**src/sv/apwd_pkg.sv**
```systemverilog
// Shared types and constants for the audio presence window detector.
package apwd_pkg;

  // Fixed field widths.
  localparam int unsigned SAMPLE_W   = 32;
  localparam int unsigned CNT_W      = 32;
  localparam int unsigned LEN_CFG_W  = 9;
  localparam int unsigned BITS_CFG_W = 6;
  localparam int unsigned CFG_DATA_W = 9;
  localparam int unsigned CFG_IDX_W  = 1;

  // Register indexes on the configuration port.
  localparam logic [CFG_IDX_W-1:0] REG_PERIOD_LENGTH = 1'b0;
  localparam logic [CFG_IDX_W-1:0] REG_SAMPLE_BITS   = 1'b1;

  // Configuration reset values.
  localparam logic [LEN_CFG_W-1:0]  PERIOD_LENGTH_RESET = 9'd48;
  localparam logic [BITS_CFG_W-1:0] SAMPLE_BITS_RESET   = 6'd16;

  // Legal span of the sample width.
  localparam logic [BITS_CFG_W-1:0] BITS_MIN = 6'd8;
  localparam logic [BITS_CFG_W-1:0] BITS_MAX = 6'd32;

  // Verdict score: 100*sound - 51*periods, kept as a running signed value.
  localparam int unsigned SCORE_W = 41;
  localparam logic signed [SCORE_W-1:0] SOUND_WEIGHT  = 41'sd100;
  localparam logic signed [SCORE_W-1:0] PERIOD_WEIGHT = 41'sd51;
  localparam logic signed [SCORE_W-1:0] SCORE_RESET   = 41'sd100;

  typedef logic [BITS_CFG_W-1:0] bits_t;
  typedef logic [SAMPLE_W-1:0]   sample_t;

  // One folded sample on its way to the window tracker.
  typedef struct packed {
    sample_t sample;
    logic    first;
    logic    last;
    bits_t   eff_bits;
  } fold_word_t;

  // Extremes of one finished period.
  typedef struct packed {
    sample_t wmin;
    sample_t wmax;
    bits_t   eff_bits;
  } span_t;

  // Clamp the configured sample width into its legal span.
  function automatic bits_t clamp_bits(bits_t b);
    bits_t r;
    if (b < BITS_MIN) begin
      r = BITS_MIN;
    end else if (b > BITS_MAX) begin
      r = BITS_MAX;
    end else begin
      r = b;
    end
    return r;
  endfunction

endpackage

```
**src/sv/apwd_fold.sv**
```systemverilog
// Input stage: folds each sample, tracks its position in the period, registers it.
module apwd_fold #(
  parameter int unsigned PERIOD_MAX = 256
) (
  input  logic                                clk,
  input  logic                                rst,
  input  logic                                sample_valid,
  output logic                                sample_stall,
  input  logic [apwd_pkg::SAMPLE_W-1:0]       raw_sample,
  input  logic [apwd_pkg::LEN_CFG_W-1:0]      period_length,
  input  apwd_pkg::bits_t                     eff_bits,
  input  logic                                take,
  output logic                                word_valid,
  output apwd_pkg::fold_word_t                word
);

  localparam int unsigned PW = $clog2(PERIOD_MAX);
  localparam int unsigned LW = $clog2(PERIOD_MAX + 1);
  localparam int unsigned CW = (LW > apwd_pkg::LEN_CFG_W) ? LW : apwd_pkg::LEN_CFG_W;

  logic [PW-1:0]        pos;
  logic [PW-1:0]        pos_next;
  logic [CW-1:0]        len_wide;
  logic [LW-1:0]        eff_len;
  logic [LW-1:0]        len_m1;
  logic                 last;
  logic                 free;
  logic                 accept;
  apwd_pkg::sample_t    mask;
  apwd_pkg::sample_t    masked;
  logic [4:0]           sign_idx;
  apwd_pkg::fold_word_t word_next;

  // Handshake: the stage frees up when empty or when its word moves on.
  assign free         = !word_valid || take;
  assign accept       = sample_valid && free;
  assign sample_stall = !free;

  // Effective period length: zero counts as one, long values saturate.
  always_comb begin
    len_wide = CW'(period_length);
    if (period_length == '0) begin
      eff_len = LW'(1);
    end else if (len_wide > CW'(PERIOD_MAX)) begin
      eff_len = LW'(PERIOD_MAX);
    end else begin
      eff_len = LW'(len_wide);
    end
    len_m1 = eff_len - LW'(1);
  end

  // The period ends at the first sample at or past the last position.
  assign last     = LW'(pos) >= len_m1;
  assign pos_next = last ? '0 : pos + PW'(1);

  // Keep the low sample bits and fold negative values onto positives.
  always_comb begin
    for (int i = 0; i < apwd_pkg::SAMPLE_W; i++) begin
      mask[i] = (apwd_pkg::BITS_CFG_W'(i) < eff_bits);
    end
    masked   = raw_sample & mask;
    sign_idx = 5'(eff_bits - apwd_pkg::BITS_CFG_W'(1));
    word_next.sample   = masked[sign_idx] ? (~raw_sample & mask) : masked;
    word_next.first    = (pos == '0);
    word_next.last     = last;
    word_next.eff_bits = eff_bits;
  end

  // Control state.
  always_ff @(posedge clk) begin
    if (rst) begin
      word_valid <= 1'b0;
      pos        <= '0;
    end else begin
      if (free) begin
        word_valid <= sample_valid;
      end
      if (accept) begin
        pos <= pos_next;
      end
    end
  end

  // Payload.
  always_ff @(posedge clk) begin
    if (accept) begin
      word <= word_next;
    end
  end

endmodule

```
**src/sv/apwd_window.sv**
```systemverilog
// Window tracker: keeps the running minimum and maximum and hands off each finished period.
module apwd_window (
  input  logic                 clk,
  input  logic                 rst,
  input  logic                 word_valid,
  input  apwd_pkg::fold_word_t word,
  output logic                 take,
  input  logic                 span_take,
  output logic                 span_valid,
  output apwd_pkg::span_t      span
);

  apwd_pkg::sample_t wmin;
  apwd_pkg::sample_t wmax;
  apwd_pkg::sample_t wmin_next;
  apwd_pkg::sample_t wmax_next;
  logic              span_free;

  // A word that does not end a period is always taken; a closing word
  // needs room in the span register.
  assign span_free = !span_valid || span_take;
  assign take      = word_valid && (!word.last || span_free);

  // The first sample of a period restarts both extremes.
  always_comb begin
    if (word.first) begin
      wmin_next = word.sample;
      wmax_next = word.sample;
    end else begin
      wmin_next = (word.sample < wmin) ? word.sample : wmin;
      wmax_next = (word.sample > wmax) ? word.sample : wmax;
    end
  end

  // Control state and running extremes.
  always_ff @(posedge clk) begin
    if (rst) begin
      span_valid <= 1'b0;
      wmin       <= '0;
      wmax       <= '0;
    end else begin
      if (span_free) begin
        span_valid <= take && word.last;
      end
      if (take) begin
        wmin <= wmin_next;
        wmax <= wmax_next;
      end
    end
  end

  // Period hand-off payload.
  always_ff @(posedge clk) begin
    if (take && word.last && span_free) begin
      span.wmin     <= wmin_next;
      span.wmax     <= wmax_next;
      span.eff_bits <= word.eff_bits;
    end
  end

endmodule

```
**src/sv/apwd_tally.sv**
```systemverilog
// Result stages: range and sound flag, then the counters, verdict and output register.
module apwd_tally (
  input  logic                          clk,
  input  logic                          rst,
  input  logic                          span_valid,
  input  apwd_pkg::span_t               span,
  output logic                          span_take,
  output logic                          result_valid,
  input  logic                          result_stall,
  output logic [apwd_pkg::SAMPLE_W-1:0] period_range,
  output logic                          sound_flag,
  output logic [apwd_pkg::CNT_W-1:0]    sound_periods,
  output logic [apwd_pkg::CNT_W-1:0]    total_periods,
  output logic                          verdict_ok
);

  logic                                 mid_valid;
  apwd_pkg::sample_t                    mid_range;
  logic                                 mid_flag;
  logic                                 mid_free;
  logic                                 mid_take;
  logic                                 out_free;
  apwd_pkg::sample_t                    range_c;
  apwd_pkg::sample_t                    thr_c;
  logic [apwd_pkg::CNT_W-1:0]           sound_cnt;
  logic [apwd_pkg::CNT_W-1:0]           period_cnt;
  logic [apwd_pkg::CNT_W-1:0]           sound_cnt_next;
  logic [apwd_pkg::CNT_W-1:0]           period_cnt_next;
  logic signed [apwd_pkg::SCORE_W-1:0]  score;
  logic signed [apwd_pkg::SCORE_W-1:0]  score_next;
  logic                                 sound_inc;
  logic                                 period_inc;

  // Stall chain between the two stages and the receiver.
  assign out_free  = !result_valid || !result_stall;
  assign mid_take  = mid_valid && out_free;
  assign mid_free  = !mid_valid || mid_take;
  assign span_take = span_valid && mid_free;

  // Range of the period against a quarter of full scale.
  assign range_c = span.wmax - span.wmin;
  assign thr_c   = apwd_pkg::SAMPLE_W'(1) << (span.eff_bits - apwd_pkg::BITS_CFG_W'(2));

  // Saturating counters; the score tracks 100*sound - 51*periods exactly.
  always_comb begin
    sound_inc       = mid_flag && !(&sound_cnt);
    period_inc      = !(&period_cnt);
    sound_cnt_next  = sound_cnt + apwd_pkg::CNT_W'(sound_inc);
    period_cnt_next = period_cnt + apwd_pkg::CNT_W'(period_inc);
    score_next      = score
                    + (sound_inc ? apwd_pkg::SOUND_WEIGHT : '0)
                    - (period_inc ? apwd_pkg::PERIOD_WEIGHT : '0);
  end

  // Control state and counters.
  always_ff @(posedge clk) begin
    if (rst) begin
      mid_valid    <= 1'b0;
      result_valid <= 1'b0;
      sound_cnt    <= apwd_pkg::CNT_W'(1);
      period_cnt   <= '0;
      score        <= apwd_pkg::SCORE_RESET;
    end else begin
      if (mid_free) begin
        mid_valid <= span_valid;
      end
      if (out_free) begin
        result_valid <= mid_valid;
      end
      if (mid_take) begin
        sound_cnt  <= sound_cnt_next;
        period_cnt <= period_cnt_next;
        score      <= score_next;
      end
    end
  end

  // Payload registers of both stages.
  always_ff @(posedge clk) begin
    if (span_take) begin
      mid_range <= range_c;
      mid_flag  <= (range_c > thr_c);
    end
    if (mid_take) begin
      period_range  <= mid_range;
      sound_flag    <= mid_flag;
      sound_periods <= sound_cnt_next;
      total_periods <= period_cnt_next;
      verdict_ok    <= !score_next[apwd_pkg::SCORE_W-1];
    end
  end

endmodule

```
**src/sv/audio_presence_window_detector.sv**
```systemverilog
// Top level of the audio presence window detector.
//
// Usage: raw samples enter on the sample channel (sample_valid, sample_stall,
// raw_sample), one word per cycle unless stalled. The block folds each sample,
// tracks the minimum and maximum over a period of period_length samples, and
// at the end of each period sends one word on the result channel
// (result_valid, result_stall): the range, a sound flag, the running sound
// and period counts and the verdict. Samples that do not close a period
// produce no word.
// A closing sample passes through the input, span, middle and result registers.
// Throughput: one sample per cycle while sample_stall is low.
// Configuration: cfg_we writes cfg_data into register cfg_index (0 period
// length, 1 sample width); write only while the block is idle.
// Reset: clears the pipeline, restores period length 48 and sample width 16,
// sound count to one and period count to zero.
// Stall: a stalled result holds; the stages behind it keep filling. Samples
// that do not close a period still pass, and sample_stall rises only when the
// span, middle and result stages are full and the input stage holds a closing
// sample.
module audio_presence_window_detector #(
  parameter int unsigned PERIOD_MAX = 256
) (
  input  logic                              clk,
  input  logic                              rst,
  input  logic                              sample_valid,
  output logic                              sample_stall,
  input  logic [apwd_pkg::SAMPLE_W-1:0]     raw_sample,
  input  logic                              cfg_we,
  input  logic [apwd_pkg::CFG_IDX_W-1:0]    cfg_index,
  input  logic [apwd_pkg::CFG_DATA_W-1:0]   cfg_data,
  output logic                              result_valid,
  input  logic                              result_stall,
  output logic [apwd_pkg::SAMPLE_W-1:0]     period_range,
  output logic                              sound_flag,
  output logic [apwd_pkg::CNT_W-1:0]        sound_periods,
  output logic [apwd_pkg::CNT_W-1:0]        total_periods,
  output logic                              verdict_ok
);

  logic [apwd_pkg::LEN_CFG_W-1:0] period_length;
  apwd_pkg::bits_t                sample_bits;
  apwd_pkg::bits_t                eff_bits;
  logic                           word_valid;
  apwd_pkg::fold_word_t           word;
  logic                           word_take;
  logic                           span_valid;
  apwd_pkg::span_t                span;
  logic                           span_take;

  // Configuration registers.
  always_ff @(posedge clk) begin
    if (rst) begin
      period_length <= apwd_pkg::PERIOD_LENGTH_RESET;
      sample_bits   <= apwd_pkg::SAMPLE_BITS_RESET;
    end else if (cfg_we) begin
      case (cfg_index)
        apwd_pkg::REG_PERIOD_LENGTH: period_length <= cfg_data[apwd_pkg::LEN_CFG_W-1:0];
        apwd_pkg::REG_SAMPLE_BITS:   sample_bits   <= cfg_data[apwd_pkg::BITS_CFG_W-1:0];
        default: ;
      endcase
    end
  end

  assign eff_bits = apwd_pkg::clamp_bits(sample_bits);

  // Input fold and position tracking.
  apwd_fold #(
    .PERIOD_MAX(PERIOD_MAX)
  ) u_fold (
    .clk          (clk),
    .rst          (rst),
    .sample_valid (sample_valid),
    .sample_stall (sample_stall),
    .raw_sample   (raw_sample),
    .period_length(period_length),
    .eff_bits     (eff_bits),
    .take         (word_take),
    .word_valid   (word_valid),
    .word         (word)
  );

  // Running minimum and maximum.
  apwd_window u_window (
    .clk       (clk),
    .rst       (rst),
    .word_valid(word_valid),
    .word      (word),
    .take      (word_take),
    .span_take (span_take),
    .span_valid(span_valid),
    .span      (span)
  );

  // Range, flag, counters and result register.
  apwd_tally u_tally (
    .clk          (clk),
    .rst          (rst),
    .span_valid   (span_valid),
    .span         (span),
    .span_take    (span_take),
    .result_valid (result_valid),
    .result_stall (result_stall),
    .period_range (period_range),
    .sound_flag   (sound_flag),
    .sound_periods(sound_periods),
    .total_periods(total_periods),
    .verdict_ok   (verdict_ok)
  );

endmodule

```
**config.mk**
```make
export PLATFORM = sky130hd
export DESIGN_NAME = audio_presence_window_detector
export DESIGN_NICKNAME = d
export VERILOG_FILES = /design/src/sv/apwd_pkg.sv /design/src/sv/apwd_fold.sv /design/src/sv/apwd_window.sv /design/src/sv/apwd_tally.sv /design/src/sv/audio_presence_window_detector.sv
export SDC_FILE = /design/constraint.sdc
export NUM_CORES = 1
export LEC_CHECK = 0
export BUFFER_PORTS_ARGS = -buffer_cell sky130_fd_sc_hd__buf_2
export CORE_MARGIN = 2
export CORE_UTILIZATION = 55
export CTS_CLUSTER_SIZE = 8
export DETAILED_ROUTE_END_ITERATION = 6
export HOLD_SLACK_MARGIN = 0.15
export PLACE_DENSITY = 0.82
export SYNTH_ARGS = -nofsm -noshare
export SYNTH_HDL_FRONTEND = slang
export SYNTH_HIERARCHICAL = 1
export SYNTH_SLANG_ARGS = --single-unit
```
**constraint.sdc**
```tcl
create_clock -name clk -period 5.1 [get_ports clk]
set_clock_uncertainty 0.05 [all_clocks]
set_input_delay 0.255 -clock clk [delete_from_list [all_inputs] [get_ports clk]]
set_output_delay 0.255 -clock clk [all_outputs]
set_load 0.1 [all_outputs]
```
==> metrics.csv, run 1 <==
metric;value;unit
start_util;55.7;%
crit_end;u_tally/score[33];
cts_sinks;437;
cts-root-buf;clkbuf_16;
syn-num-nets;3089;
start_kind;flip-flop;
nFillCells;3734;
cp.arrival;5.36;ns
place.port_buffers;146;
slowest_delay;0.53;ns
ioPinCount;147;
finalPower;10.3;mW
dp_slack;0.0600;ns
p_per_area;342;nW/um2
status;finished with violations;
finalHoldWorstSlack;0.356;ns
drt-total-wl;64.6;mm
nets;3234;
endpoint_kind;flip-flop;
synth_edf_count;241;
r2r_slack;0.18;ns
p_int;7.18;mW
hp-class;flip-flop to flip-flop;
layout-drive-gt1-share;11.3;%
synth_top_area_share;27.2;%
r2r-end;u_tally/score[33];
synth_seq_area_share;42.0;%
grt_util_met2;41.8;%
cp.required;5.54;ns
min_period;4.92;ns
rsz0062_at_grt;no;
fin_crit_sh;96.5;%
maxSlewHeadroom;27.4;%
avgSynthCellArea;9.33;um2
synth_warnings;6;
ir_drop;0.304;mV
path_class;flip-flop to flip-flop;
globalRouteOverflowTotal;0;
synth-seq-cells;437;
cts_max_level;2;
antenna_left;0;
grt.busiest_layer;met2;
die_x;224;um
slew_viol_final;0;
crit_path_max_fanout;5;
utilization;63.2;%
gp_congestion;0.912;
async_flop_share;0;%
p_sw_share;30.5;%
drt-pass1-iter-count;7;
fp.coreArea;47700;um2
numCtsBuffers;61;
tns;0;ns
die_area;50100;um2
clock_path_buffers;3;
setup_ws;0.178;ns
seqPwrFrac;40.0;%
p_comb_share;23.1;%
synth_cell_type_count;102;
area_growth;13.4;%
grt_pass1_vias;21200;
drc_errors;3;
cap_violations;0;
fmax;0.203;GHz
slowest_stage;fa_1;
tightest_slew;1.08;ns
grt_pass1_wl;105;mm
synth_cells;2851;
met1_usage;34.2;%
yosysTopAreaCell;edfxtp_1;
dp_hpwl;44.6;mm
leakage;11.6;nW
p_sw;3.15;mW
cts_tree;yes;
rows;80;
grt_use_total;25.4;%
wl_per_cell;17.7;um
synth_area_leaders;edfxtp_1 27%, dfxtp_1 15%, ha_1 8.8%;
via_count;22100;
antenna_found_initial;0;
synth_area;26600;um2
startpoint;u_tally/period_cnt[13];
violations;design-rule violations;
worstSkewPairLatency;0.64;ns
clkPwrFrac;36.9;%
hold_viol_final;0;
met3_usage;3.71;%
drt_iter0_markers;1742;
grt_max_degree;109;
setup_viol;0;
synth_flop_cell;edfxtp_1;
reg2reg_depth;18;
die_h;224;um
crit_chain;and4_4 > and3_1 > and3_4 > and3_1 > nand3_1 > or4_4 > fa_1 > inv_1 > ha_1 > a21oi_1 > o21ai_1 > a311o_1 > a41o_1 > a211o_1 > a21boi_2 > o21ai_2 > xnor2_1 > a21oi_1;
clkTransAtPathRegs;0.05;ns
n_antenna_cell;0;
via_per_inst;6.04;
r2r-start;u_tally/period_cnt[13];
-- routing by layer --
metal | share of wire, % | up-vias
li1 | - | 10600
met2 | 47 | 876
met5 | 0 | -
met3 | 7.2 | 123
met1 | 43 | 10500
met4 | 2.6 | 0
-- cells in the mapped netlist (9+ instances only) --
| cell type | number |
|---|---|
| and4_1 | 9 |
| xnor2_1 | 97 |
| nand3_1 | 65 |
| a21oi_1 | 178 |
| nand3b_1 | 34 |
| clkbuf_1 | 115 |
| nand2_1 | 273 |
| buf_1 | 13 |
| a31oi_1 | 15 |
| a22oi_1 | 32 |
| o21ai_0 | 117 |
| a311o_1 | 34 |
| xor2_1 | 104 |
| nand2b_1 | 35 |
| ha_1 | 188 |
| a211oi_1 | 17 |
| nor2_1 | 278 |
| edfxtp_1 | 241 |
| nor2b_1 | 32 |
| nand4_1 | 51 |
| inv_1 | 183 |
| o22ai_1 | 13 |
| nor3b_1 | 9 |
| and3_1 | 33 |
| and2_1 | 25 |
| o21ai_1 | 11 |
| o211ai_1 | 46 |
| mux2_2 | 33 |
| or3_1 | 25 |
| buf_6 | 10 |
| mux2i_1 | 14 |
| a21o_1 | 36 |
| a22o_1 | 35 |
| buf_2 | 15 |
| dfxtp_1 | 196 |
| o2111ai_1 | 32 |
| o21a_1 | 24 |
| nor3_1 | 30 |
| o21bai_1 | 16 |
-- worst min-delay path by stage --
stage	start	to	slack (ns)	cells after the start
finish	u_tally/mid_range[23]	u_tally/period_range[23]	0.36	0
global route	u_tally/mid_range[23]	u_tally/period_range[23]	0.35	0
CTS	u_tally/mid_range[23]	u_tally/period_range[23]	0.36	0
detailed placement	u_tally/mid_range[0]	u_tally/period_range[0]	0.35	0
global placement	u_tally/mid_range[4]	u_tally/period_range[4]	0.35	0
floorplan	sample_valid	u_fold/word_valid	0.33	2
-- cell type report --
class	count	area, um2	share of cell area (%)
flip-flops and latches	437	11200	37.0
repair buffers	242	1620	5.37
clock buffers	107	1700	5.63
multi-input cells	2068	14100	46.7
well taps	615	769	2.55
inverters	186	703	2.33
clock inverters	5	125	0.415
-- power by group through the flow --
| stage | clock network, mW | logic, mW | registers [mW] |
|---|---|---|---|
| floorplan | 0 | 1.64 | 4.27 |
| global placement | 0 | 2.21 | 4.18 |
| detailed placement | 0 | 2.29 | 4.19 |
| CTS | 3.89 | 2.34 | 4.12 |
| global route | 4.03 | 2.63 | 4.14 |
| finish | 3.81 | 2.39 | 4.13 |
-- critical path, delay by kind of cell, from the launching register on --
family,cells,cell delay (ns)
AO/OA/AOI/OAI,8,1.81
flip-flops,1,0.36
buffers and inverters,1,0.04
adder cells (fa/ha/maj),2,0.89
XOR/XNOR,1,0.14
AND/OR/NAND/NOR,6,1.50
-- layout by cell type (no fill, tap or decap), types with 31 or more instances in the layout --
cell           instances
nor2_1               277
nand2_1              272
edfxtp_1             241
dfxtp_1              194
ha_1                 188
inv_1                183
a21oi_1              176
buf_2                145
o21ai_0              117
xor2_1               104
xnor2_1               97
nand3_1               65
clkbuf_16             61
dlygate4sd3_1         55
nand4_1               51
clkbuf_1              46
o211ai_1              46
buf_4                 39
a21o_1                36
nand2b_1              35
a22o_1                35
a311o_1               34
nand3b_1              34
mux2_2                33
and3_1                32
a22oi_1               32
o2111ai_1             32
nor2b_1               31
-- state kept, by name, summed over array words and instances, names as in the netlist --
register               flops
period_length              9
sample_bits                6
u_fold/pos                 8
u_fold/word               40
u_fold/word_valid          1
u_tally/mid_flag           1
u_tally/mid_range         32
u_tally/mid_valid          1
u_tally/period_cnt        32
u_tally/period_range      32
u_tally/result_valid       1
u_tally/score             41
u_tally/sound_cnt         32
u_tally/sound_flag         1
u_tally/sound_periods     32
u_tally/total_periods     32
u_tally/verdict_ok         1
u_window/span             70
u_window/span_valid        1
u_window/wmax             32
u_window/wmin             32
-- through the flow --
| stage | cell area, um2 | instances |
|---|---|---|
| final | 30200 | 3660 |
| after global routing | 30200 | 3660 |
| after CTS | 30100 | 3658 |
| after detailed placement | 27800 | 3491 |
| after global placement | 27800 | 3491 |
| after floorplan | 26600 | 2851 |
-- repair_timing --
action / in CTS / in global routing
hold buffers: 55 / 0
endpoints found under the setup margin: 0 / 16
gates resized for setup: 0 / 7
hold endpoints to repair: 59 / 0
setup buffers: 0 / 2
-- kinds of logic after synthesis --
group | share of synthesized area, %
DFF | 42.0
buffers and inverters | 5.36
AOI/OAI and AO/OA | 17.5
muxes | 2.14
and+or+nand+nor | 17.3
xor gates and xnor gates | 6.62
adders and majority gates | 9.07
(Power assumes the default switching activity.)
==> run 2: changes to the inputs <==
--- a/config.mk
+++ b/config.mk
@@ -11,7 +11,7 @@
 export CTS_CLUSTER_SIZE = 8
 export DETAILED_ROUTE_END_ITERATION = 6
 export HOLD_SLACK_MARGIN = 0.15
-export PLACE_DENSITY = 0.82
+export PLACE_DENSITY = 0.79
 export SYNTH_ARGS = -nofsm -noshare
 export SYNTH_HDL_FRONTEND = slang
 export SYNTH_HIERARCHICAL = 1
==> constraint.sdc (replaced) <==
create_clock -name clk -period 4.9 [get_ports clk]
set_clock_uncertainty 0.05 [all_clocks]
set_input_delay 0.49 -clock clk [delete_from_list [all_inputs] [get_ports clk]]
set_output_delay 0.49 -clock clk [all_outputs]
set_load 0.1 [all_outputs]
==> run 2 against run 1 <==
Sequential share of layout area up 0.30 points. Utilization down 0.53 points. Fmax up 2.0%. Clock power up 2%. Via count down 1.2%. Total power up 3.3%. The run now ends clean. Critical path type unchanged. Hold slack worse by 0.15 ns. Setup slack worse by 0.11 ns. Register-to-register slack worse by 0.11 ns. Final cell count down 0.66%. First-iteration DRC count down 7.9%. Wire length down 1.5%.
==> metrics.csv, run 2 (synthesis results as in run 1) <==
metric;value;unit;change
status;complete, no violations;;
cp.arrival;5.33;ns;-0.03 ns
ir_drop;0.280;mV;-7.9%
fin_crit_sh;98.5;%;+2.0 points
worstSkewPairLatency;0.63;ns;about the same
gp_congestion;0.929;;+1.8%
grt_max_degree;105;;-3.7%
place_area;27800;um2;+0.28%
drt-total-wl;63.7;mm;-1.5%
n_antenna_cell;0;;unchanged
clkTransAtPathRegs;0.05;ns;about the same
cts_sinks;437;;unchanged
cts_tree;yes;;
via_count;21800;;-1.2%
r2r-start;u_tally/period_cnt[13];;
die_x;224;um;unchanged
largest_reg_flops;70;;unchanged
via_per_inst;6.00;;-0.59%
tightest_slew;1.15;ns;+0.0680 ns
area_growth;12.4;%;
start_util;55.7;%;unchanged
path_class;flip-flop to flip-flop;;
antenna_found_initial;0;;unchanged
placedCellCount;3503;;+0.34%
cap_violations;0;;unchanged
die_area;50100;um2;unchanged
slowest_stage;or4_4;;
setup_viol;0;;unchanged
hp-class;input port to flip-flop;;
antenna_left;0;;unchanged
grt_use_total;24.7;%;-0.69 points
place.port_buffers;146;;unchanged
drt_iter0_markers;1605;;-7.9%
maxSlewHeadroom;22.7;%;-4.6 points
slew_viol_final;0;;unchanged
dp_hpwl;44.7;mm;+0.24%
final_area;29900;um2;-0.84%
grt_pass1_wl;102;mm;-2.6%
layout-drive-gt1-share;12.1;%;+0.82 points
fmax;0.207;GHz;+2.0%
crit_family;compound AO/OA/AOI/OAI gates;;
crit_top_cell;and3_4;;
endpoint_kind;flip-flop;;
p_per_area;357;nW/um2;+4.1%
most-common-layout-cells;277 x nor2_1, 272 x nand2_1, 241 x edfxtp_1, 196 x dfxtp_1, 188 x ha_1;;
cp.required;5.41;ns;-0.13 ns
r2r_slack;0.07;ns;-0.11 ns
drt-pass1-iter-count;5;;-2
clock_path_buffers;3;;unchanged
leakage;11.5;nW;-0.88%
hold_viol_final;0;;unchanged
r2r-end;u_tally/score[31];;
min_period;4.83;ns;-0.0949 ns
wl_per_cell;17.5;um;-0.88%
finalHoldWorstSlack;0.201;ns;-0.155 ns
cts_max_level;2;;unchanged
tns;0;ns;unchanged
worst-path-buf-inv;2;;+1
layout_commonest_cell;nor2_1;;
start_kind;flip-flop;;
worstHoldStart;raw_sample[2];;
grt_pass1_vias;20800;;-2.1%
final_cells;3636;;-0.66%
holdPathEnd;u_fold/word[10];;
die_h;224;um;unchanged
crit_path_max_fanout;4;;-1
fp.coreArea;47700;um2;unchanged
slowest_delay;0.48;ns;-0.05 ns
nets;3212;;-0.68%
rows;80;;unchanged
numCtsBuffers;61;;unchanged
globalRouteOverflowTotal;0;;unchanged
reg2reg_depth;20;;+2
largestRegisters;u_window/span (70), u_tally/score (41), u_fold/word (40);;
cts-root-buf;clkbuf_16;;
regMostFlops;u_window/span;;
hold-path-cell-count;3;;+3
crit_chain;and4_1 > and3_4 > and3_4 > and3_4 > nand3_1 > or4_4 > inv_2 > ha_1 > ha_1 > fa_2 > a21oi_2 > o21ai_1 > a311o_1 > buf_4 > a21oi_1 > o31ai_4 > a21boi_0 > xnor2_1 > nand2_1 > a21oi_1;;
ioPinCount;147;;unchanged
drc_errors;0;;-3
## run 2: layout make-up
cell class / count / area [um2]
inverters: 186 / 703
repair buffers: 220 / 1350
well taps: 615 / 769
multi-input cells: 2068 / 14100
clock buffers: 106 / 1700
clock inverters: 4 / 98.8
flip-flops and latches: 437 / 11200
fillers: 3767 / 17800
## run 2: worst max path at each step
stage / endpoint / start / depth (start not counted) / slack, ns
5_1_grt: u_tally/score[31] / u_tally/period_cnt[13] / 19 / -0.07
3_3_place_gp: u_tally/score[33] / u_tally/period_cnt[14] / 19 / 0.10
6_report: u_tally/score[31] / u_tally/period_cnt[13] / 20 / 0.07
3_5_place_dp: u_tally/score[33] / u_tally/period_cnt[14] / 19 / -0.03
4_1_cts: u_tally/score[33] / u_tally/period_cnt[14] / 19 / 0.006
2_1_floorplan: u_tally/score[33] / u_tally/period_cnt[11] / 21 / 0.04
## run 2: what timing repair did
item / CTS / global route
endpoints found under the setup margin: 3 / 15
gates resized for setup: 2 / 13
endpoints found under the hold margin: 15 / 0
setup buffers: 0 / 7
pin swaps: 1 / 14
hold buffers: 16 / 0
## run 2: stage by stage
stage | utilization, % | total power, mW | setup WS (ns)
floorplan | - | 6.15 | 0.0392
global placement | 58.3 | 6.65 | 0.103
detailed placement | 58.3 | 6.74 | -0.0331
CTS | 62.4 | 10.7 | 0.00577
global route | 62.6 | 11.1 | -0.0666
finish | 62.6 | 10.7 | 0.0729
## run 2: worst reg2reg max path: cells and delay by family (launching register included)
kind,cells,cell delay (ns)
fa+ha+maj,3,0.87
buf+inv,2,0.25
simple gates,7,1.51
compound gates,7,1.53
flops,1,0.34
xor+xnor,1,0.18
## run 2: where the power goes
group / total, mW / internal, mW / switching (mW) / leakage [nW]
Combinational: 2.48 / 0.955 / 1.52 / 6.94
Clock: 3.89 / 2.33 / 1.57 / 0.843
Sequential: 4.30 / 4.12 / 0.173 / 3.74
Total: 10.7 / 7.40 / 3.26 / 11.5
## run 2: layer usage
metal	global-route usage, %	vias up	wire length [um]
met5	0	-	0
met4	8.09	0	1750
met3	4.51	138	4750
met2	40.4	822	29400
met1	33.0	10300	27800
li1	-	10500	-
